<file path="src/design/rhsv_pkg.sv">
// Shared types, constants and the restoring-division step for the RGB to HSV block.
// Used by rhsv_front, rhsv_queue, rhsv_back and rgb_to_hsv_converter.
package rhsv_pkg;

    localparam int CHAN_W     = 8;
    localparam int HUE_W      = 9;
    localparam int NUM_W      = 2 * CHAN_W;
    localparam int DIV_STEPS  = CHAN_W;
    localparam int QUEUE_DEPTH = 2;
    localparam int S_DATA_W   = 3 * CHAN_W;
    localparam int M_DATA_W   = 32;

    localparam logic [HUE_W-1:0] HUE_GREEN = 9'd120;
    localparam logic [HUE_W-1:0] HUE_BLUE  = 9'd240;
    localparam logic [HUE_W-1:0] HUE_FULL  = 9'd360;

    // Which channel holds the maximum
    localparam logic [1:0] SEL_RED   = 2'd0;
    localparam logic [1:0] SEL_GREEN = 2'd1;
    localparam logic [1:0] SEL_BLUE  = 2'd2;

    // Partial remainder plus a word that shifts out numerator bits and shifts in quotient bits
    typedef struct packed {
        logic [CHAN_W-1:0] rem;
        logic [CHAN_W-1:0] work;
    } div_t;

    typedef struct packed {
        div_t              sat_div;
        div_t              hue_div;
        logic [CHAN_W-1:0] vmax;
        logic [CHAN_W-1:0] delta;
        logic              grey;
        logic              neg;
        logic [1:0]        sel;
    } item_t;

    function automatic div_t div_step(input div_t x, input logic [CHAN_W-1:0] d);
        logic [CHAN_W:0] t;
        logic            q;
        div_t            y;
        t = {x.rem, x.work[CHAN_W-1]};
        q = (t >= {1'b0, d});
        if (q)
        begin
            y.rem = CHAN_W'(t - {1'b0, d});
        end
        else
        begin
            y.rem = t[CHAN_W-1:0];
        end
        y.work = {x.work[CHAN_W-2:0], q};
        return y;
    endfunction

    function automatic item_t item_step(input item_t x);
        item_t y;
        y = x;
        y.sat_div = div_step(x.sat_div, x.vmax);
        y.hue_div = div_step(x.hue_div, x.delta);
        return y;
    endfunction

endpackage

</file>
<file path="src/design/rhsv_front.sv">
// Front end: accepts pixels, finds max/min/delta, picks the hue sector and
// sets up both dividends. Depends on rhsv_pkg.
module rhsv_front
(
    input  logic                             clk,
    input  logic                             rst_n,
    input  logic                             in_valid,
    output logic                             in_ready,
    input  logic [rhsv_pkg::S_DATA_W-1:0]    in_data,
    output logic                             out_valid,
    input  logic                             out_ready,
    output rhsv_pkg::item_t                  out_item
);

    logic [rhsv_pkg::CHAN_W-1:0] r;
    logic [rhsv_pkg::CHAN_W-1:0] g;
    logic [rhsv_pkg::CHAN_W-1:0] b;
    logic [rhsv_pkg::CHAN_W-1:0] mx;
    logic [rhsv_pkg::CHAN_W-1:0] mn;
    logic [rhsv_pkg::CHAN_W-1:0] delta;
    logic [rhsv_pkg::CHAN_W-1:0] da;
    logic [rhsv_pkg::CHAN_W-1:0] db;
    logic [rhsv_pkg::CHAN_W-1:0] mag;
    logic [rhsv_pkg::NUM_W-1:0]  sat_num;
    logic [rhsv_pkg::NUM_W-1:0]  hue_num;
    logic [1:0]                  sel;
    logic                        neg;
    logic                        valid_reg;
    logic                        valid_next;
    rhsv_pkg::item_t             item_reg;
    rhsv_pkg::item_t             item_next;

    assign r = in_data[rhsv_pkg::CHAN_W-1:0];
    assign g = in_data[2*rhsv_pkg::CHAN_W-1:rhsv_pkg::CHAN_W];
    assign b = in_data[3*rhsv_pkg::CHAN_W-1:2*rhsv_pkg::CHAN_W];

    assign in_ready = !valid_reg || out_ready;

    always_comb
    begin
        // Red wins ties, then green
        priority if (r >= g && r >= b)
        begin
            sel = rhsv_pkg::SEL_RED;
            mx  = r;
            da  = g;
            db  = b;
        end
        else if (g >= b)
        begin
            sel = rhsv_pkg::SEL_GREEN;
            mx  = g;
            da  = b;
            db  = r;
        end
        else
        begin
            sel = rhsv_pkg::SEL_BLUE;
            mx  = b;
            da  = r;
            db  = g;
        end

        mn = r;
        if (g < mn)
        begin
            mn = g;
        end
        if (b < mn)
        begin
            mn = b;
        end
        delta = mx - mn;

        neg = (da < db);
        mag = neg ? (db - da) : (da - db);

        // delta*255 and |diff|*60 by shift and subtract
        sat_num = {delta, 8'd0} - {8'd0, delta};
        hue_num = {2'd0, mag, 6'd0} - {6'd0, mag, 2'd0};

        item_next.sat_div.rem  = sat_num[rhsv_pkg::NUM_W-1:rhsv_pkg::CHAN_W];
        item_next.sat_div.work = sat_num[rhsv_pkg::CHAN_W-1:0];
        item_next.hue_div.rem  = hue_num[rhsv_pkg::NUM_W-1:rhsv_pkg::CHAN_W];
        item_next.hue_div.work = hue_num[rhsv_pkg::CHAN_W-1:0];
        item_next.vmax  = mx;
        item_next.delta = delta;
        item_next.grey  = (delta == '0);
        item_next.neg   = neg;
        item_next.sel   = sel;
    end

    always_comb
    begin
        valid_next = valid_reg;
        if (in_valid && in_ready)
        begin
            valid_next = 1'b1;
        end
        else if (out_ready)
        begin
            valid_next = 1'b0;
        end
    end

    always_ff @(posedge clk or negedge rst_n)
    begin
        if (!rst_n)
        begin
            valid_reg <= 1'b0;
        end
        else
        begin
            valid_reg <= valid_next;
        end
    end

    always_ff @(posedge clk)
    begin
        if (in_valid && in_ready)
        begin
            item_reg <= item_next;
        end
    end

    assign out_valid = valid_reg;
    assign out_item  = item_reg;

endmodule

</file>
<file path="src/design/rhsv_queue.sv">
// Short FIFO of classified items between front and back end.
// Depends on rhsv_pkg; DEPTH must be a power of two, at least 2.
module rhsv_queue
#(
    parameter int DEPTH = rhsv_pkg::QUEUE_DEPTH
)
(
    input  logic            clk,
    input  logic            rst_n,
    input  logic            wr_valid,
    output logic            wr_ready,
    input  rhsv_pkg::item_t wr_item,
    output logic            rd_valid,
    input  logic            rd_ready,
    output rhsv_pkg::item_t rd_item
);

    localparam int PTR_W = $clog2(DEPTH);
    localparam int CNT_W = $clog2(DEPTH + 1);

    rhsv_pkg::item_t    mem [DEPTH];
    logic [PTR_W-1:0]   wr_ptr_reg;
    logic [PTR_W-1:0]   wr_ptr_next;
    logic [PTR_W-1:0]   rd_ptr_reg;
    logic [PTR_W-1:0]   rd_ptr_next;
    logic [CNT_W-1:0]   count_reg;
    logic [CNT_W-1:0]   count_next;
    logic               wr_en;
    logic               rd_en;

    assign wr_ready = (count_reg != CNT_W'(DEPTH));
    assign rd_valid = (count_reg != '0);
    assign wr_en    = wr_valid && wr_ready;
    assign rd_en    = rd_valid && rd_ready;
    assign rd_item  = mem[rd_ptr_reg];

    always_comb
    begin
        wr_ptr_next = wr_en ? wr_ptr_reg + 1'b1 : wr_ptr_reg;
        rd_ptr_next = rd_en ? rd_ptr_reg + 1'b1 : rd_ptr_reg;
        count_next  = count_reg;
        if (wr_en && !rd_en)
        begin
            count_next = count_reg + 1'b1;
        end
        else if (rd_en && !wr_en)
        begin
            count_next = count_reg - 1'b1;
        end
    end

    always_ff @(posedge clk or negedge rst_n)
    begin
        if (!rst_n)
        begin
            wr_ptr_reg <= '0;
            rd_ptr_reg <= '0;
            count_reg  <= '0;
        end
        else
        begin
            wr_ptr_reg <= wr_ptr_next;
            rd_ptr_reg <= rd_ptr_next;
            count_reg  <= count_next;
        end
    end

    always_ff @(posedge clk)
    begin
        if (wr_en)
        begin
            mem[wr_ptr_reg] <= wr_item;
        end
    end

endmodule

</file>
<file path="src/design/rhsv_back.sv">
// Back end: two restoring dividers, one quotient bit per stage, then the
// hue offset and wrap into an output register. Depends on rhsv_pkg.
module rhsv_back
(
    input  logic                                clk,
    input  logic                                rst_n,
    input  logic                                in_valid,
    output logic                                in_ready,
    input  rhsv_pkg::item_t                     in_item,
    output logic                                out_valid,
    input  logic                                out_ready,
    output logic [rhsv_pkg::HUE_W-1:0]          hue,
    output logic [rhsv_pkg::CHAN_W-1:0]         saturation,
    output logic [rhsv_pkg::CHAN_W-1:0]         brightness_value
);

    localparam int STAGES = rhsv_pkg::DIV_STEPS;

    rhsv_pkg::item_t             stage_reg  [STAGES];
    rhsv_pkg::item_t             stage_next [STAGES];
    logic [STAGES-1:0]           valid_reg;
    logic [STAGES-1:0]           valid_next;
    logic                        out_valid_reg;
    logic                        out_valid_next;
    logic [rhsv_pkg::HUE_W-1:0]  hue_reg;
    logic [rhsv_pkg::HUE_W-1:0]  hue_next;
    logic [rhsv_pkg::CHAN_W-1:0] sat_reg;
    logic [rhsv_pkg::CHAN_W-1:0] sat_next;
    logic [rhsv_pkg::CHAN_W-1:0] val_reg;
    logic                        adv;
    rhsv_pkg::item_t             last;
    logic [rhsv_pkg::HUE_W-1:0]  q;

    // Whole pipeline advances unless the output item is stuck
    assign adv      = !out_valid_reg || out_ready;
    assign in_ready = adv;
    assign last     = stage_reg[STAGES-1];

    always_comb
    begin
        stage_next[0] = rhsv_pkg::item_step(in_item);
        valid_next[0] = in_valid;
        for (int k = 1; k < STAGES; k++)
        begin
            stage_next[k] = rhsv_pkg::item_step(stage_reg[k-1]);
            valid_next[k] = valid_reg[k-1];
        end
    end

    always_comb
    begin
        q = {1'b0, last.hue_div.work};
        unique case (last.sel)
            rhsv_pkg::SEL_RED:
            begin
                if (!last.neg)
                begin
                    hue_next = q;
                end
                else if (q == '0)
                begin
                    hue_next = '0;
                end
                else
                begin
                    hue_next = rhsv_pkg::HUE_FULL - q;
                end
            end
            rhsv_pkg::SEL_GREEN:
            begin
                hue_next = last.neg ? rhsv_pkg::HUE_GREEN - q : rhsv_pkg::HUE_GREEN + q;
            end
            default:
            begin
                hue_next = last.neg ? rhsv_pkg::HUE_BLUE - q : rhsv_pkg::HUE_BLUE + q;
            end
        endcase
        sat_next = last.sat_div.work;
        // Grey or black pixel
        if (last.grey)
        begin
            hue_next = '0;
            sat_next = '0;
        end
        out_valid_next = adv ? valid_reg[STAGES-1] : out_valid_reg;
    end

    always_ff @(posedge clk or negedge rst_n)
    begin
        if (!rst_n)
        begin
            valid_reg     <= '0;
            out_valid_reg <= 1'b0;
        end
        else
        begin
            if (adv)
            begin
                valid_reg <= valid_next;
            end
            out_valid_reg <= out_valid_next;
        end
    end

    always_ff @(posedge clk)
    begin
        if (adv)
        begin
            for (int k = 0; k < STAGES; k++)
            begin
                stage_reg[k] <= stage_next[k];
            end
            hue_reg <= hue_next;
            sat_reg <= sat_next;
            val_reg <= last.vmax;
        end
    end

    assign out_valid        = out_valid_reg;
    assign hue              = hue_reg;
    assign saturation       = sat_reg;
    assign brightness_value = val_reg;

endmodule

</file>
<file path="src/design/rgb_to_hsv_converter.sv">
// RGB to integer HSV converter, top level. Uses rhsv_pkg, rhsv_front, rhsv_queue, rhsv_back.
// A pixel passes the front register, the queue, the divider stages and the output register.
// Throughput: one item per cycle unless stalled; bit-per-stage divider pipeline (8 stages).
// The queue between front and back end holds QUEUE_DEPTH items so either side can stall.
// Reset (rst_n low, asynchronous) clears all valid flags; payload registers are not reset.
module rgb_to_hsv_converter
#(
    parameter int QUEUE_DEPTH = rhsv_pkg::QUEUE_DEPTH
)
(
    input  logic                           clk,
    input  logic                           rst_n,
    input  logic                           s_tvalid,
    output logic                           s_tready,
    input  logic [rhsv_pkg::S_DATA_W-1:0]  s_tdata,   // red[7:0], green[15:8], blue[23:16]
    output logic                           m_tvalid,
    input  logic                           m_tready,
    output logic [rhsv_pkg::M_DATA_W-1:0]  m_tdata    // hue[8:0], saturation[16:9],
                                                      // brightness_value[24:17], zero[31:25]
);

    rhsv_pkg::item_t             f_item;
    rhsv_pkg::item_t             q_item;
    logic                        f_valid;
    logic                        f_ready;
    logic                        q_valid;
    logic                        q_ready;
    logic [rhsv_pkg::HUE_W-1:0]  hue;
    logic [rhsv_pkg::CHAN_W-1:0] saturation;
    logic [rhsv_pkg::CHAN_W-1:0] brightness_value;

    rhsv_front u_front
    (
        .clk       (clk),
        .rst_n     (rst_n),
        .in_valid  (s_tvalid),
        .in_ready  (s_tready),
        .in_data   (s_tdata),
        .out_valid (f_valid),
        .out_ready (f_ready),
        .out_item  (f_item)
    );

    rhsv_queue #(
        .DEPTH (QUEUE_DEPTH)
    ) u_queue
    (
        .clk      (clk),
        .rst_n    (rst_n),
        .wr_valid (f_valid),
        .wr_ready (f_ready),
        .wr_item  (f_item),
        .rd_valid (q_valid),
        .rd_ready (q_ready),
        .rd_item  (q_item)
    );

    rhsv_back u_back
    (
        .clk              (clk),
        .rst_n            (rst_n),
        .in_valid         (q_valid),
        .in_ready         (q_ready),
        .in_item          (q_item),
        .out_valid        (m_tvalid),
        .out_ready        (m_tready),
        .hue              (hue),
        .saturation       (saturation),
        .brightness_value (brightness_value)
    );

    assign m_tdata = {7'd0, brightness_value, saturation, hue};

endmodule

</file>
<file path="config.mk">
export PLATFORM = sky130hd
export DESIGN_NAME = rgb_to_hsv_converter
export DESIGN_NICKNAME = d
export VERILOG_FILES = /design/src/design/rhsv_pkg.sv /design/src/design/rhsv_front.sv /design/src/design/rhsv_queue.sv /design/src/design/rhsv_back.sv /design/src/design/rgb_to_hsv_converter.sv
export SDC_FILE = /design/constraint.sdc
export NUM_CORES = 1
export LEC_CHECK = 0
export BUFFER_PORTS_ARGS = -buffer_cell sky130_fd_sc_hd__buf_2
export CAP_MARGIN = 15
export CORE_ASPECT_RATIO = 0.5
export CORE_UTILIZATION = 57
export CTS_CLUSTER_DIAMETER = 200
export DETAILED_ROUTE_END_ITERATION = 10
export PLACE_DENSITY_LB_ADDON = 0.15
export SYNTH_ARGS = -nofsm -noshare
export SYNTH_HDL_FRONTEND = slang
export SYNTH_HIERARCHICAL = 1
export SYNTH_SLANG_ARGS = --single-unit
</file>
<file path="constraint.sdc">
create_clock -name clk -period 14.54 [get_ports clk]
set_clock_uncertainty 0.05 [all_clocks]
set_input_delay 2.181 -clock clk [delete_from_list [all_inputs] [get_ports clk]]
set_output_delay 2.181 -clock clk [all_outputs]
set_load 0.02 [all_outputs]
</file>
==> impl_results.html, run 1 <==
<table>
<tr><th>Metric</th><th>Value</th></tr>
<tr><th colspan="2">Outcome</th></tr>
<tr><td>Outcome</td><td>finished clean</td></tr>
<tr><th colspan="2">GRT</th></tr>
<tr><td>Wire length of the first global-routing pass</td><td>78.40 mm</td></tr>
<tr><td>Global route hottest layer</td><td>met2</td></tr>
<tr><td>Global route overflow</td><td>0</td></tr>
<tr><td>GRT Util Overall</td><td>18.41%</td></tr>
<tr><td>Number of global-route vias before repair</td><td>15.88k</td></tr>
<tr><td>Global routing usage on met1</td><td>25.50%</td></tr>
<tr><td>Met3 Track Usage GR</td><td>2.611%</td></tr>
<tr><td>Pin count of the biggest net entering global routing</td><td>84</td></tr>
<tr><td>Initial antenna violation count</td><td>0</td></tr>
<tr><td>GR Util met2</td><td>30.74%</td></tr>
<tr><th colspan="2">CTS</th></tr>
<tr><td>Count of hold buffers inserted by post-cts repair</td><td>0</td></tr>
<tr><td>Post-CTS setup buffer count</td><td>0</td></tr>
<tr><td>CTS sink count</td><td>583</td></tr>
<tr><td>Clk_lat worst skew</td><td>0.57 ns</td></tr>
<tr><td>Number of H-tree branching levels</td><td>2</td></tr>
<tr><td>Clock-pin slew reported for the worst setup and hold paths after clock tree synthesis</td><td>0.06 ns</td></tr>
<tr><td>Maximum number of buffers from clock root to sink</td><td>3</td></tr>
<tr><td>Cts repair resizes</td><td>0</td></tr>
<tr><td>Clock buffer count from CTS</td><td>51</td></tr>
<tr><td>Clock tree from TritonCTS</td><td>yes</td></tr>
<tr><td>Clock root buffer</td><td>sky130_fd_sc_hd__clkbuf_16</td></tr>
<tr><th colspan="2">Routing</th></tr>
<tr><td>Wirelength per Cell</td><td>15.91 um</td></tr>
<tr><td>Routed WL</td><td>47.69 mm</td></tr>
<tr><td>DR pass1 iterations</td><td>6</td></tr>
<tr><td>Iter 0 DRT Violations</td><td>1007</td></tr>
<tr><td>Remaining antenna violation count</td><td>0</td></tr>
<tr><td>Post-detailed-route DRC marker count</td><td>0</td></tr>
<tr><td>Routed via count</td><td>16.27k</td></tr>
<tr><td>Mean number of vias per cell</td><td>5.427</td></tr>
<tr><th colspan="2">Synth</th></tr>
<tr><td>Mapped Avg Cell Area</td><td>13.45 sq um</td></tr>
<tr><td>Yosys synthesis warning count</td><td>6</td></tr>
<tr><td>Combinational family with the most area after synthesis</td><td>compound AO/OA/AOI/OAI gates</td></tr>
<tr><td>Fraction of the mapped netlist area in adder cells</td><td>9.663%</td></tr>
<tr><td>Fraction of the mapped netlist area in simple logic gates</td><td>7.379%</td></tr>
<tr><td>Ys flop type</td><td>sky130_fd_sc_hd__edfxtp_1</td></tr>
<tr><td>Netlist area before placement</td><td>29420 sq um</td></tr>
<tr><td>Sequential fraction of the synthesis area</td><td>59.27%</td></tr>
<tr><td>Post-synth EDFFs</td><td>569</td></tr>
<tr><td>Parity-gate share of the synthesized area counting xor and xnor cells</td><td>2.492%</td></tr>
<tr><td>Post-Synthesis Cells</td><td>2188</td></tr>
<tr><td>Post-synthesis compound-gate area fraction</td><td>9.838%</td></tr>
<tr><td>Count of unique library cells instantiated by Yosys</td><td>78</td></tr>
<tr><td>Async set-or-reset flop fraction in the synthesized netlist</td><td>2.401%</td></tr>
<tr><td>Post-synthesis mux area share</td><td>7.337%</td></tr>
<tr><td>Number of synthesized register bits</td><td>583</td></tr>
<tr><th colspan="2">Timing</th></tr>
<tr><td>Final number of setup-violating endpoints</td><td>0</td></tr>
<tr><td>Count of pins over their slew limit</td><td>0</td></tr>
<tr><td>RSZ-0062 raised after global routing</td><td>false</td></tr>
<tr><td>Hold violation total from the final report</td><td>0</td></tr>
<tr><td>Final worst-path cycle share</td><td>53.72%</td></tr>
<tr><td>Setup TNS</td><td>0 ns</td></tr>
<tr><td>Worst max-slew margin expressed relative to the limit</td><td>31.92%</td></tr>
<tr><td>Maximum operating frequency</td><td>128.0 MHz</td></tr>
<tr><td>Minimum clock period</td><td>7.811 ns</td></tr>
<tr><td>Transition time at the pin with the least slew margin</td><td>1.021 ns</td></tr>
<tr><th colspan="2">Setup path</th></tr>
<tr><td>Worst reg2reg path startpoint</td><td>u_queue/rd_ptr_reg</td></tr>
<tr><td>Sort of element at the end of the critical path</td><td>register</td></tr>
<tr><td>Register-to-register setup slack</td><td>10.57 ns</td></tr>
<tr><td>Top fanout value on the critical path</td><td>35</td></tr>
<tr><td>CP endpoint</td><td>u_front/out_item[33]</td></tr>
<tr><td>CP startpoint kind</td><td>primary input</td></tr>
<tr><td>Launch point of the critical path</td><td>s_tdata[7]</td></tr>
<tr><td>Startpoint-to-endpoint class of the critical path</td><td>in -&gt; reg</td></tr>
<tr><td>Depth of the most critical reg-to-reg path</td><td>8</td></tr>
<tr><td>Critical path arrival</td><td>8.07 ns</td></tr>
<tr><td>R2R Path End</td><td>u_back/stage_reg[0][30]</td></tr>
<tr><td>Req. time, crit path</td><td>14.80 ns</td></tr>
<tr><th colspan="2">Final layout</th></tr>
<tr><td>Final non-filler cell total</td><td>2998</td></tr>
<tr><td>Leading cell types in the layout, fill and taps excluded</td><td>sky130_fd_sc_hd__edfxtp_1 (569), sky130_fd_sc_hd__inv_1 (231), sky130_fd_sc_hd__ha_1 (200)</td></tr>
<tr><td>Total inserted antenna cells</td><td>0</td></tr>
<tr><td>Net count, final</td><td>2511</td></tr>
<tr><td>Fin area</td><td>32130 sq um</td></tr>
<tr><td>Area Growth Syn to Fin</td><td>9.234%</td></tr>
<tr><td>Max FFs per register</td><td>392</td></tr>
<tr><td>Fraction of final layout cells with drive strength greater than 1</td><td>14.34%</td></tr>
<tr><td>Most common library cell in the layout ignoring fill and taps</td><td>sky130_fd_sc_hd__edfxtp_1</td></tr>
<tr><th colspan="2">Placed design</th></tr>
<tr><td>Port buffer count</td><td>54</td></tr>
<tr><td>Post-DP HPWL</td><td>33.86 mm</td></tr>
<tr><td>Weighted congestion at the end of routability-driven global placement</td><td>0.8943</td></tr>
<tr><td>Number of instances in the placed design</td><td>2903</td></tr>
<tr><td>Post-detailed-placement cell area</td><td>30380 sq um</td></tr>
<tr><th colspan="2">Pwr</th></tr>
<tr><td>Static leakage</td><td>12.68 nW</td></tr>
<tr><td>Total power per unit cell area</td><td>251.7 nW/um^2</td></tr>
<tr><td>Largest vdd supply drop</td><td>0.1049 mV</td></tr>
<tr><th colspan="2">Floorplanning</th></tr>
<tr><td>Row Count</td><td>58</td></tr>
<tr><td>Die area</td><td>52580 sq um</td></tr>
<tr><td>Height of the die</td><td>162.6 um</td></tr>
<tr><td>Initial cell density of the core</td><td>58.16%</td></tr>
<tr><td>IO Count</td><td>62</td></tr>
<tr><td>Die Wd</td><td>323.3 um</td></tr>
<tr><td>Core outline area</td><td>50580 sq um</td></tr>
<tr><th colspan="2">Hold path</th></tr>
<tr><td>Type of the most critical hold path</td><td>reg -&gt; reg</td></tr>
<tr><th colspan="2">Job</th></tr>
<tr><td>Max-cap violation count</td><td>0</td></tr>
</table>
[layer usage]
layer,wire (um),part of all wire [%]
met1,23330,49
met4,937,2.0
met2,21930,46
met3,1488,3.1
met5,0,0
[critical path, cell delays in order]
cell,delay [ns]
sky130_fd_sc_hd__buf_2,0.11
sky130_fd_sc_hd__inv_1,0.09
sky130_fd_sc_hd__ha_1,0.36
sky130_fd_sc_hd__nand4_1,0.13
sky130_fd_sc_hd__nor2_2,0.08
sky130_fd_sc_hd__a221oi_4,0.67
sky130_fd_sc_hd__a31oi_1,0.12
sky130_fd_sc_hd__a21oi_2,0.47
sky130_fd_sc_hd__buf_4,0.43
sky130_fd_sc_hd__nand2_1,0.09
sky130_fd_sc_hd__o21a_1,0.13
sky130_fd_sc_hd__ha_1,0.40
sky130_fd_sc_hd__a21o_1,0.23
sky130_fd_sc_hd__a21oi_1,0.28
sky130_fd_sc_hd__a21oi_2,0.17
sky130_fd_sc_hd__nor2_4,0.18
sky130_fd_sc_hd__o31ai_1,0.09
sky130_fd_sc_hd__xnor2_1,0.40
sky130_fd_sc_hd__inv_1,0.12
sky130_fd_sc_hd__ha_1,0.34
sky130_fd_sc_hd__nand2_1,0.08
sky130_fd_sc_hd__a211oi_1,0.20
sky130_fd_sc_hd__nand3_1,0.12
sky130_fd_sc_hd__a41oi_1,0.31
sky130_fd_sc_hd__nor3b_1,0.11
sky130_fd_sc_hd__xor2_1,0.15
[cell type report]
type / instances / area (sq um)
Inverter: 231 / 867.1
Tap cell: 690 / 863.3
Timing Repair Buffer: 65 / 352.8
Sequential cell: 583 / 17440
Fill cell: 3804 / 18450
Clock inverter: 38 / 460.4
Clock buffer: 57 / 1299
Multi-Input combinational cell: 1334 / 10850
[worst min path at each step]
| stage | from | to | slack (ns) | cells past startpoint |
|---|---|---|---|---|
| after global placement | u_back/stage_reg[1][55] | u_back/stage_reg[1][107] | 0.35 | 0 |
| after detailed placement | u_back/stage_reg[0][55] | u_back/stage_reg[0][107] | 0.35 | 0 |
| final | u_back/stage_reg[1][77] | u_back/stage_reg[1][130] | 0.36 | 0 |
| after global routing | u_back/stage_reg[1][77] | u_back/stage_reg[1][130] | 0.35 | 0 |
| after CTS | u_back/stage_reg[1][77] | u_back/stage_reg[1][130] | 0.35 | 0 |
| after floorplan | u_back/stage_reg[1][168] | u_back/brightness_value[0] | 0.35 | 0 |
[where the power goes]
| part | total (W) | switching [W] | internal (W) |
|---|---|---|---|
| Combinational | 0.00350 | 0.00187 | 0.00163 |
| Sequential | 0.00317 | 0.000301 | 0.00287 |
| Clock | 0.00141 | 0.000586 | 0.000826 |
[synthesized netlist by cell type (all sizes together), types with 29 or more instances]
library cell | instances | share of area, %
a21o | 35 | 0.89
inv | 231 | 2.9
a21oi | 106 | 1.9
o21a | 37 | 0.94
edfxtp | 569 | 58
mux2i | 51 | 1.7
o21ai | 123 | 2.1
nor2b | 59 | 1.3
mux2 | 130 | 5.6
ha | 200 | 8.5
nor3 | 29 | 0.49
nand3 | 66 | 1.1
xnor2 | 60 | 1.8
nand2 | 91 | 1.2
nor2 | 99 | 1.3
[kinds of logic after synthesis]
family                   after synthesis
flip-flops                           583
AND/OR/NAND/NOR                      427
AO/OA/AOI/OAI                        418
buffers and inverters                278
adder cells (fa/ha/maj)              217
multiplexers                         181
XOR/XNOR                              82
other                                  2
[through the flow]
stage                     total power, W  setup WS [ns]  hold slack (ns)  utilization, %
final                           0.008087          6.729           0.3551           63.53
after global routing            0.008664          6.178           0.3539           63.53
after CTS                       0.008149          6.776           0.3529           63.53
after detailed placement        0.006700          6.154           0.3545           60.05
after global placement          0.006611          6.243           0.3503           60.05
after floorplan                 0.006019          5.413           0.3503               -
No activity file was read; power rests on OpenSTA's default activity.
==> run 2, diff against run 1 <==
Settings changed: ABC_AREA set to 1.
Clock period 14.54 ns to 6.8 ns, I/O delays scaled along.
==> run 2 against run 1 <==
Setup slack lost 5.7 ns; clock-buffer cell count grew 5; critical endpoint is now u_front/out_item[48]; utilization shrank 0.57 points; non-clock buffer count is 6 higher; largest cell class unchanged; die area is 0.39% lower.
==> impl_results.html, run 2 <==
<table>
<tr><th>Metric</th><th>Value</th></tr>
<tr><th colspan="2">Outcome</th></tr>
<tr><td>Outcome</td><td>finished clean</td></tr>
<tr><th colspan="2">Routing</th></tr>
<tr><td>Remaining antenna violation count</td><td>0</td></tr>
<tr><td>Iter 0 DRT Violations</td><td>1280</td></tr>
<tr><td>Wirelength per Cell</td><td>14.21 um</td></tr>
<tr><td>Routed via count</td><td>17.63k</td></tr>
<tr><td>DR pass1 iterations</td><td>5</td></tr>
<tr><td>Post-detailed-route DRC marker count</td><td>0</td></tr>
<tr><td>Routed WL</td><td>48.96 mm</td></tr>
<tr><td>Mean number of vias per cell</td><td>5.119</td></tr>
<tr><th colspan="2">Final layout</th></tr>
<tr><td>Leading cell types in the layout, fill and taps excluded</td><td>sky130_fd_sc_hd__edfxtp_1 (569), sky130_fd_sc_hd__nand2_1 (560), sky130_fd_sc_hd__inv_1 (342)</td></tr>
<tr><td>Area Growth Syn to Fin</td><td>8.531%</td></tr>
<tr><td>Total inserted antenna cells</td><td>0</td></tr>
<tr><td>Max FFs per register</td><td>392</td></tr>
<tr><td>Net count, final</td><td>2959</td></tr>
<tr><td>Fraction of final layout cells with drive strength greater than 1</td><td>10.31%</td></tr>
<tr><td>Most common library cell in the layout ignoring fill and taps</td><td>sky130_fd_sc_hd__edfxtp_1</td></tr>
<tr><th colspan="2">CTS</th></tr>
<tr><td>Clock-pin slew reported for the worst setup and hold paths after clock tree synthesis</td><td>0.06 ns</td></tr>
<tr><td>Clk_lat worst skew</td><td>0.57 ns</td></tr>
<tr><td>Clock root buffer</td><td>sky130_fd_sc_hd__clkbuf_16</td></tr>
<tr><td>Maximum number of buffers from clock root to sink</td><td>3</td></tr>
<tr><td>Cts repair resizes</td><td>0</td></tr>
<tr><td>Number of H-tree branching levels</td><td>2</td></tr>
<tr><td>Count of hold buffers inserted by post-cts repair</td><td>0</td></tr>
<tr><td>Post-CTS setup buffer count</td><td>0</td></tr>
<tr><td>CTS sink count</td><td>583</td></tr>
<tr><td>Clock tree from TritonCTS</td><td>yes</td></tr>
<tr><td>Clock buffer count from CTS</td><td>51</td></tr>
<tr><th colspan="2">Synth</th></tr>
<tr><td>Mapped Avg Cell Area</td><td>11.13 sq um</td></tr>
<tr><td>Post-Synthesis Cells</td><td>2633</td></tr>
<tr><td>Sequential fraction of the synthesis area</td><td>59.50%</td></tr>
<tr><td>Synth cell count leaders</td><td>sky130_fd_sc_hd__edfxtp_1 (569), sky130_fd_sc_hd__nand2_1 (561), sky130_fd_sc_hd__inv_1 (342)</td></tr>
<tr><td>Async set-or-reset flop fraction in the synthesized netlist</td><td>2.401%</td></tr>
<tr><td>Synth area leaders</td><td>sky130_fd_sc_hd__edfxtp_1 (58%), sky130_fd_sc_hd__ha_1 (8.5%), sky130_fd_sc_hd__nand2_1 (7.2%)</td></tr>
<tr><td>Netlist area before placement</td><td>29300 sq um</td></tr>
<tr><td>Yosys synthesis warning count</td><td>6</td></tr>
<tr><td>Number of synthesized register bits</td><td>583</td></tr>
<tr><td>Top cell type's share of synthesized area</td><td>58.31%</td></tr>
<tr><td>Cell accounting for the most synthesized area</td><td>sky130_fd_sc_hd__edfxtp_1</td></tr>
<tr><td>Ys flop type</td><td>sky130_fd_sc_hd__edfxtp_1</td></tr>
<tr><td>Count leader, synth</td><td>sky130_fd_sc_hd__edfxtp_1</td></tr>
<tr><td>Post-synth EDFFs</td><td>569</td></tr>
<tr><td>Count of unique library cells instantiated by Yosys</td><td>54</td></tr>
<tr><th colspan="2">Placed design</th></tr>
<tr><td>Post-DP HPWL</td><td>34.73 mm</td></tr>
<tr><td>Port buffer count</td><td>54</td></tr>
<tr><td>Weighted congestion at the end of routability-driven global placement</td><td>0.8590</td></tr>
<tr><th colspan="2">Floorplanning</th></tr>
<tr><td>Die Wd</td><td>322.7 um</td></tr>
<tr><td>Row Count</td><td>58</td></tr>
<tr><td>Core outline area</td><td>50510 sq um</td></tr>
<tr><td>IO Count</td><td>62</td></tr>
<tr><td>Die area</td><td>52370 sq um</td></tr>
<tr><td>Height of the die</td><td>162.3 um</td></tr>
<tr><td>Initial cell density of the core</td><td>58.02%</td></tr>
<tr><th colspan="2">Hold path</th></tr>
<tr><td>Type of the most critical hold path</td><td>in -&gt; async</td></tr>
<tr><th colspan="2">Timing</th></tr>
<tr><td>RSZ-0062 raised after global routing</td><td>false</td></tr>
<tr><td>Maximum operating frequency</td><td>172.0 MHz</td></tr>
<tr><td>Final number of setup-violating endpoints</td><td>0</td></tr>
<tr><td>Setup TNS</td><td>0 ns</td></tr>
<tr><td>Smallest hold slack</td><td>0.2854 ns</td></tr>
<tr><td>Transition time at the pin with the least slew margin</td><td>0.9222 ns</td></tr>
<tr><td>Worst max-slew margin expressed relative to the limit</td><td>38.52%</td></tr>
<tr><td>Minimum clock period</td><td>5.813 ns</td></tr>
<tr><td>Hold violation total from the final report</td><td>0</td></tr>
<tr><td>Final worst-path cycle share</td><td>85.49%</td></tr>
<tr><td>Count of pins over their slew limit</td><td>0</td></tr>
<tr><th colspan="2">Job</th></tr>
<tr><td>Max-cap violation count</td><td>0</td></tr>
<tr><th colspan="2">Setup path</th></tr>
<tr><td>Worst stage delay on the critical path</td><td>0.40 ns</td></tr>
<tr><td>Req. time, crit path</td><td>7.06 ns</td></tr>
<tr><td>Critical path arrival</td><td>6.08 ns</td></tr>
<tr><td>CP Buf/Inv Count</td><td>6</td></tr>
<tr><td>Startpoint-to-endpoint class of the critical path</td><td>in -&gt; reg</td></tr>
<tr><td>Library cell contributing the largest single delay on the critical path</td><td>sky130_fd_sc_hd__fa_1</td></tr>
<tr><td>Cell family with the largest share of critical-path delay</td><td>simple AND/OR/NAND/NOR gates</td></tr>
<tr><td>Cell repeated most along the worst path</td><td>sky130_fd_sc_hd__nand2_1</td></tr>
<tr><td>Top fanout value on the critical path</td><td>16</td></tr>
<tr><td>Sort of element at the end of the critical path</td><td>register</td></tr>
<tr><td>CP startpoint kind</td><td>primary input</td></tr>
<tr><th colspan="2">GRT</th></tr>
<tr><td>Number of global-route vias before repair</td><td>16.85k</td></tr>
<tr><td>Wire length of the first global-routing pass</td><td>81.45 mm</td></tr>
<tr><td>Initial antenna violation count</td><td>0</td></tr>
<tr><td>Pin count of the biggest net entering global routing</td><td>162</td></tr>
<tr><td>Global route overflow</td><td>0</td></tr>
<tr><td>GRT Util Overall</td><td>19.12%</td></tr>
</table>
-- run 2: cells by family after synthesis --
family	Yosys count	synth area share, %
mux	1	0.03843
buf+inv	411	6.102
other cells	2	0.02563
flops	583	59.50
xor+xnor	93	2.780
simple gates	1005	14.95
compound gates	321	6.896
fa+ha+maj	217	9.701
-- run 2: worst paths after layout --
path | start | to | slack [ns] | cells past startpoint
setup / recovery | s_tdata[7] | u_front/out_item[48] | 0.99 | 28
hold / removal | rst_n | u_queue/rd_ptr_reg | 0.29 | 1
setup reg to reg | u_queue/rd_ptr_reg | u_back/stage_reg[0][44] | 3.36 | 13
hold reg to reg | u_back/stage_reg[0][39] | u_back/stage_reg[0][92] | 0.36 | 0
max in group asynchronous | rst_n | u_queue/wr_ptr_reg | 6.17 | 1
min in group clk | u_back/stage_reg[0][39] | u_back/stage_reg[0][92] | 0.36 | 0
-- run 2: layout make-up --
class / instances / area [sq um]
sequential: 583 / 17440
fill: 3987 / 18710
clock buffer: 62 / 1339
tap: 690 / 863.3
timing repair buffer: 71 / 422.9
clock inverter: 32 / 242.7
multi-input combinational: 1646 / 10140
inverter: 361 / 1360
-- run 2: per-stage QoR --
| step | instance area [sq um] | cells | utilization (%) | setup slack (ns) |
|---|---|---|---|---|
| floorplan | 29330 | 2640 | - | 1.173 |
| global placement | 30220 | 3351 | 59.83 | 0.4784 |
| finish | 31800 | 3445 | 62.97 | 0.9867 |
| detailed placement | 30220 | 3351 | 59.83 | 0.3918 |
| global route | 31800 | 3445 | 62.97 | 0.3746 |
| CTS | 31800 | 3445 | 62.97 | 0.9622 |
-- run 2: layer usage --
metal,vias to the layer above,global-route usage [%],share of wire (%)
met3,66,2.743,3.4
met5,-,0,0
met1,8163,26.95,49
met4,0,4.028,1.5
met2,270,31.81,46
li1,9135,-,-
Power of run 2 is left out: the tool's default activity adds up to more than one toggle a clock period on the data nets, which glitch-free logic cannot reach.
==> run 3, diff against run 2 <==
Settings changed: BUFFER_PORTS_ARGS -buffer_cell sky130_fd_sc_hd__buf_2 to -buffer_cell sky130_fd_sc_hd__buf_4, CTS_BUF_LIST set to sky130_fd_sc_hd__clkbuf_16.
==> run 3 against run 2 <==
Utilization up 0.36 points; hold slack worse by 0.051 ns; sequential share of layout area fell by 0.31 points; flip-flop and latch count unchanged; critical path depth is 4 higher; cell count about the same; non-clock buffer count increased by 1; die area did not move; wire length rose by 0.63%; cell area grew 0.57%; register-to-register slack got worse by 0.08 ns; largest cell class unchanged.
==> impl_results.html, run 3 (synthesized netlist as in run 2, its figures left out) <==
<table>
<tr><th>Metric</th><th>Value</th></tr>
<tr><th colspan="2">GRT</th></tr>
<tr><td>Global route hottest layer</td><td>met2</td></tr>
<tr><td>Met3 Track Usage GR</td><td>2.681%</td></tr>
<tr><td>GR Util met2</td><td>32.12%</td></tr>
<tr><td>Pin count of the biggest net entering global routing</td><td>198</td></tr>
<tr><td>Number of global-route vias before repair</td><td>16.89k</td></tr>
<tr><td>Global routing usage on met1</td><td>26.57%</td></tr>
<tr><td>Initial antenna violation count</td><td>1</td></tr>
<tr><td>GRT Util Overall</td><td>19.12%</td></tr>
<tr><td>Wire length of the first global-routing pass</td><td>81.22 mm</td></tr>
<tr><td>Global route overflow</td><td>0</td></tr>
<tr><th colspan="2">CTS</th></tr>
<tr><td>CTS sink count</td><td>583</td></tr>
<tr><td>Clock buffer count from CTS</td><td>51</td></tr>
<tr><td>Cts repair resizes</td><td>0</td></tr>
<tr><td>Maximum number of buffers from clock root to sink</td><td>3</td></tr>
<tr><td>Post-CTS setup buffer count</td><td>0</td></tr>
<tr><td>Number of H-tree branching levels</td><td>2</td></tr>
<tr><td>Clk_lat worst skew</td><td>0.57 ns</td></tr>
<tr><td>Count of hold buffers inserted by post-cts repair</td><td>0</td></tr>
<tr><td>Clock root buffer</td><td>sky130_fd_sc_hd__clkbuf_16</td></tr>
<tr><td>Clock tree from TritonCTS</td><td>yes</td></tr>
<tr><td>Clock-pin slew reported for the worst setup and hold paths after clock tree synthesis</td><td>0.07 ns</td></tr>
<tr><th colspan="2">Final layout</th></tr>
<tr><td>Fraction of final layout cells with drive strength greater than 1</td><td>10.60%</td></tr>
<tr><td>Filler cell count</td><td>3992</td></tr>
<tr><td>Leading cell types in the layout, fill and taps excluded</td><td>sky130_fd_sc_hd__edfxtp_1 (569), sky130_fd_sc_hd__nand2_1 (560), sky130_fd_sc_hd__inv_1 (347)</td></tr>
<tr><td>Most common library cell in the layout ignoring fill and taps</td><td>sky130_fd_sc_hd__edfxtp_1</td></tr>
<tr><td>Net count, final</td><td>2960</td></tr>
<tr><td>Area Growth Syn to Fin</td><td>9.150%</td></tr>
<tr><td>Max FFs per register</td><td>392</td></tr>
<tr><td>Total inserted antenna cells</td><td>0</td></tr>
<tr><th colspan="2">Floorplanning</th></tr>
<tr><td>Height of the die</td><td>162.3 um</td></tr>
<tr><td>IO Count</td><td>62</td></tr>
<tr><td>Core outline area</td><td>50510 sq um</td></tr>
<tr><td>Initial cell density of the core</td><td>58.02%</td></tr>
<tr><td>Die Wd</td><td>322.7 um</td></tr>
<tr><td>Die area</td><td>52370 sq um</td></tr>
<tr><td>Row Count</td><td>58</td></tr>
<tr><th colspan="2">Timing</th></tr>
<tr><td>Setup TNS</td><td>0 ns</td></tr>
<tr><td>Transition time at the pin with the least slew margin</td><td>0.9940 ns</td></tr>
<tr><td>Maximum operating frequency</td><td>168.9 MHz</td></tr>
<tr><td>Minimum clock period</td><td>5.921 ns</td></tr>
<tr><td>Final worst-path cycle share</td><td>87.07%</td></tr>
<tr><td>Count of pins over their slew limit</td><td>0</td></tr>
<tr><td>Hold violation total from the final report</td><td>0</td></tr>
<tr><td>Final number of setup-violating endpoints</td><td>0</td></tr>
<tr><td>Worst max-slew margin expressed relative to the limit</td><td>33.73%</td></tr>
<tr><td>RSZ-0062 raised after global routing</td><td>false</td></tr>
<tr><th colspan="2">Hold path</th></tr>
<tr><td>Type of the most critical hold path</td><td>in -&gt; async</td></tr>
<tr><th colspan="2">Setup path</th></tr>
<tr><td>Startpoint-to-endpoint class of the critical path</td><td>in -&gt; reg</td></tr>
<tr><td>Top fanout value on the critical path</td><td>16</td></tr>
<tr><td>Sort of element at the end of the critical path</td><td>register</td></tr>
<tr><td>Critical path arrival</td><td>6.19 ns</td></tr>
<tr><td>Cell repeated most along the worst path</td><td>sky130_fd_sc_hd__nand2_1</td></tr>
<tr><td>CP startpoint kind</td><td>primary input</td></tr>
<tr><td>Worst stage delay on the critical path</td><td>0.39 ns</td></tr>
<tr><td>Req. time, crit path</td><td>7.07 ns</td></tr>
<tr><td>Library cell contributing the largest single delay on the critical path</td><td>sky130_fd_sc_hd__ha_1</td></tr>
<tr><th colspan="2">Outcome</th></tr>
<tr><td>Outcome</td><td>finished clean</td></tr>
<tr><th colspan="2">Routing</th></tr>
<tr><td>Remaining antenna violation count</td><td>0</td></tr>
<tr><td>Post-detailed-route DRC marker count</td><td>0</td></tr>
<tr><td>Mean number of vias per cell</td><td>5.143</td></tr>
<tr><td>DR pass1 iterations</td><td>5</td></tr>
<tr><td>Routed via count</td><td>17.72k</td></tr>
<tr><td>Iter 0 DRT Violations</td><td>1205</td></tr>
<tr><td>Routed WL</td><td>49.27 mm</td></tr>
<tr><td>Wirelength per Cell</td><td>14.30 um</td></tr>
<tr><th colspan="2">Placed design</th></tr>
<tr><td>Post-DP HPWL</td><td>35.80 mm</td></tr>
<tr><td>Weighted congestion at the end of routability-driven global placement</td><td>0.8555</td></tr>
<tr><td>Port buffer count</td><td>54</td></tr>
<tr><th colspan="2">Job</th></tr>
<tr><td>Max-cap violation count</td><td>0</td></tr>
</table>
-- run 3: changes by cell type in the layout (fill, tap and decap cells not counted), sizes merged --
cell,delta
clkbuf,-10
buf,+1
clkinvlp,+1
bufinv,+1
inv,+8
-- run 3: worst paths after layout --
path,from,endpoint,slack (ns),cells after the start
worst max-delay path,s_tdata[7],u_front/out_item[32],0.88,32
worst max register to register,u_queue/rd_ptr_reg,u_back/stage_reg[0][50],3.28,10
worst min-delay path,rst_n,u_back/valid_reg[2],0.23,1
min in group clk,u_back/stage_reg[0][0],u_back/stage_reg[0][52],0.35,0
worst min register to register,u_back/stage_reg[0][0],u_back/stage_reg[0][52],0.35,0
max in group asynchronous,rst_n,u_back/valid_reg[7],6.30,1
-- run 3: metal layers --
layer	vias up	part of all wire [%]
met5	-	0
met4	0	1.8
met3	71	3.4
met2	265	47
met1	8247	48
li1	9140	-
-- run 3: per-stage QoR --
step	setup slack (ns)	hold slack (ns)	cells	utilization [%]	cell area [sq um]
after floorplan	1.173	0.3503	2640	-	29330
after global placement	0.4427	0.3502	3352	60.09	30350
after detailed placement	0.2479	0.3545	3352	60.09	30350
after CTS	0.8470	0.2116	3446	63.32	31980
after global routing	0.3285	0.2291	3446	63.32	31980
final	0.8792	0.2342	3446	63.32	31980
-- run 3: worst max-delay path: cells and delay by family --
kind	cells	cell delay [ns]
adders and majority gates	3	1.01
and+or+nand+nor	16	1.95
buffers and inverters	6	0.73
xor gates and xnor gates	2	0.35
AOI/OAI and AO/OA	5	1.09
-- run 3: final cells by class --
| cell class | instances | area [sq um] | area share (%) |
|---|---|---|---|
| Multi-Input combinational cell | 1646 | 10140 | 31.70 |
| Inverter | 361 | 1360 | 4.252 |
| Timing Repair Buffer | 72 | 553.0 | 1.729 |
| Sequential cell | 583 | 17440 | 54.52 |
| Clock buffer | 52 | 1301 | 4.068 |
| Tap cell | 690 | 863.3 | 2.699 |
| Clock inverter | 42 | 331.6 | 1.037 |
Power of run 3 is left out for the same reason.
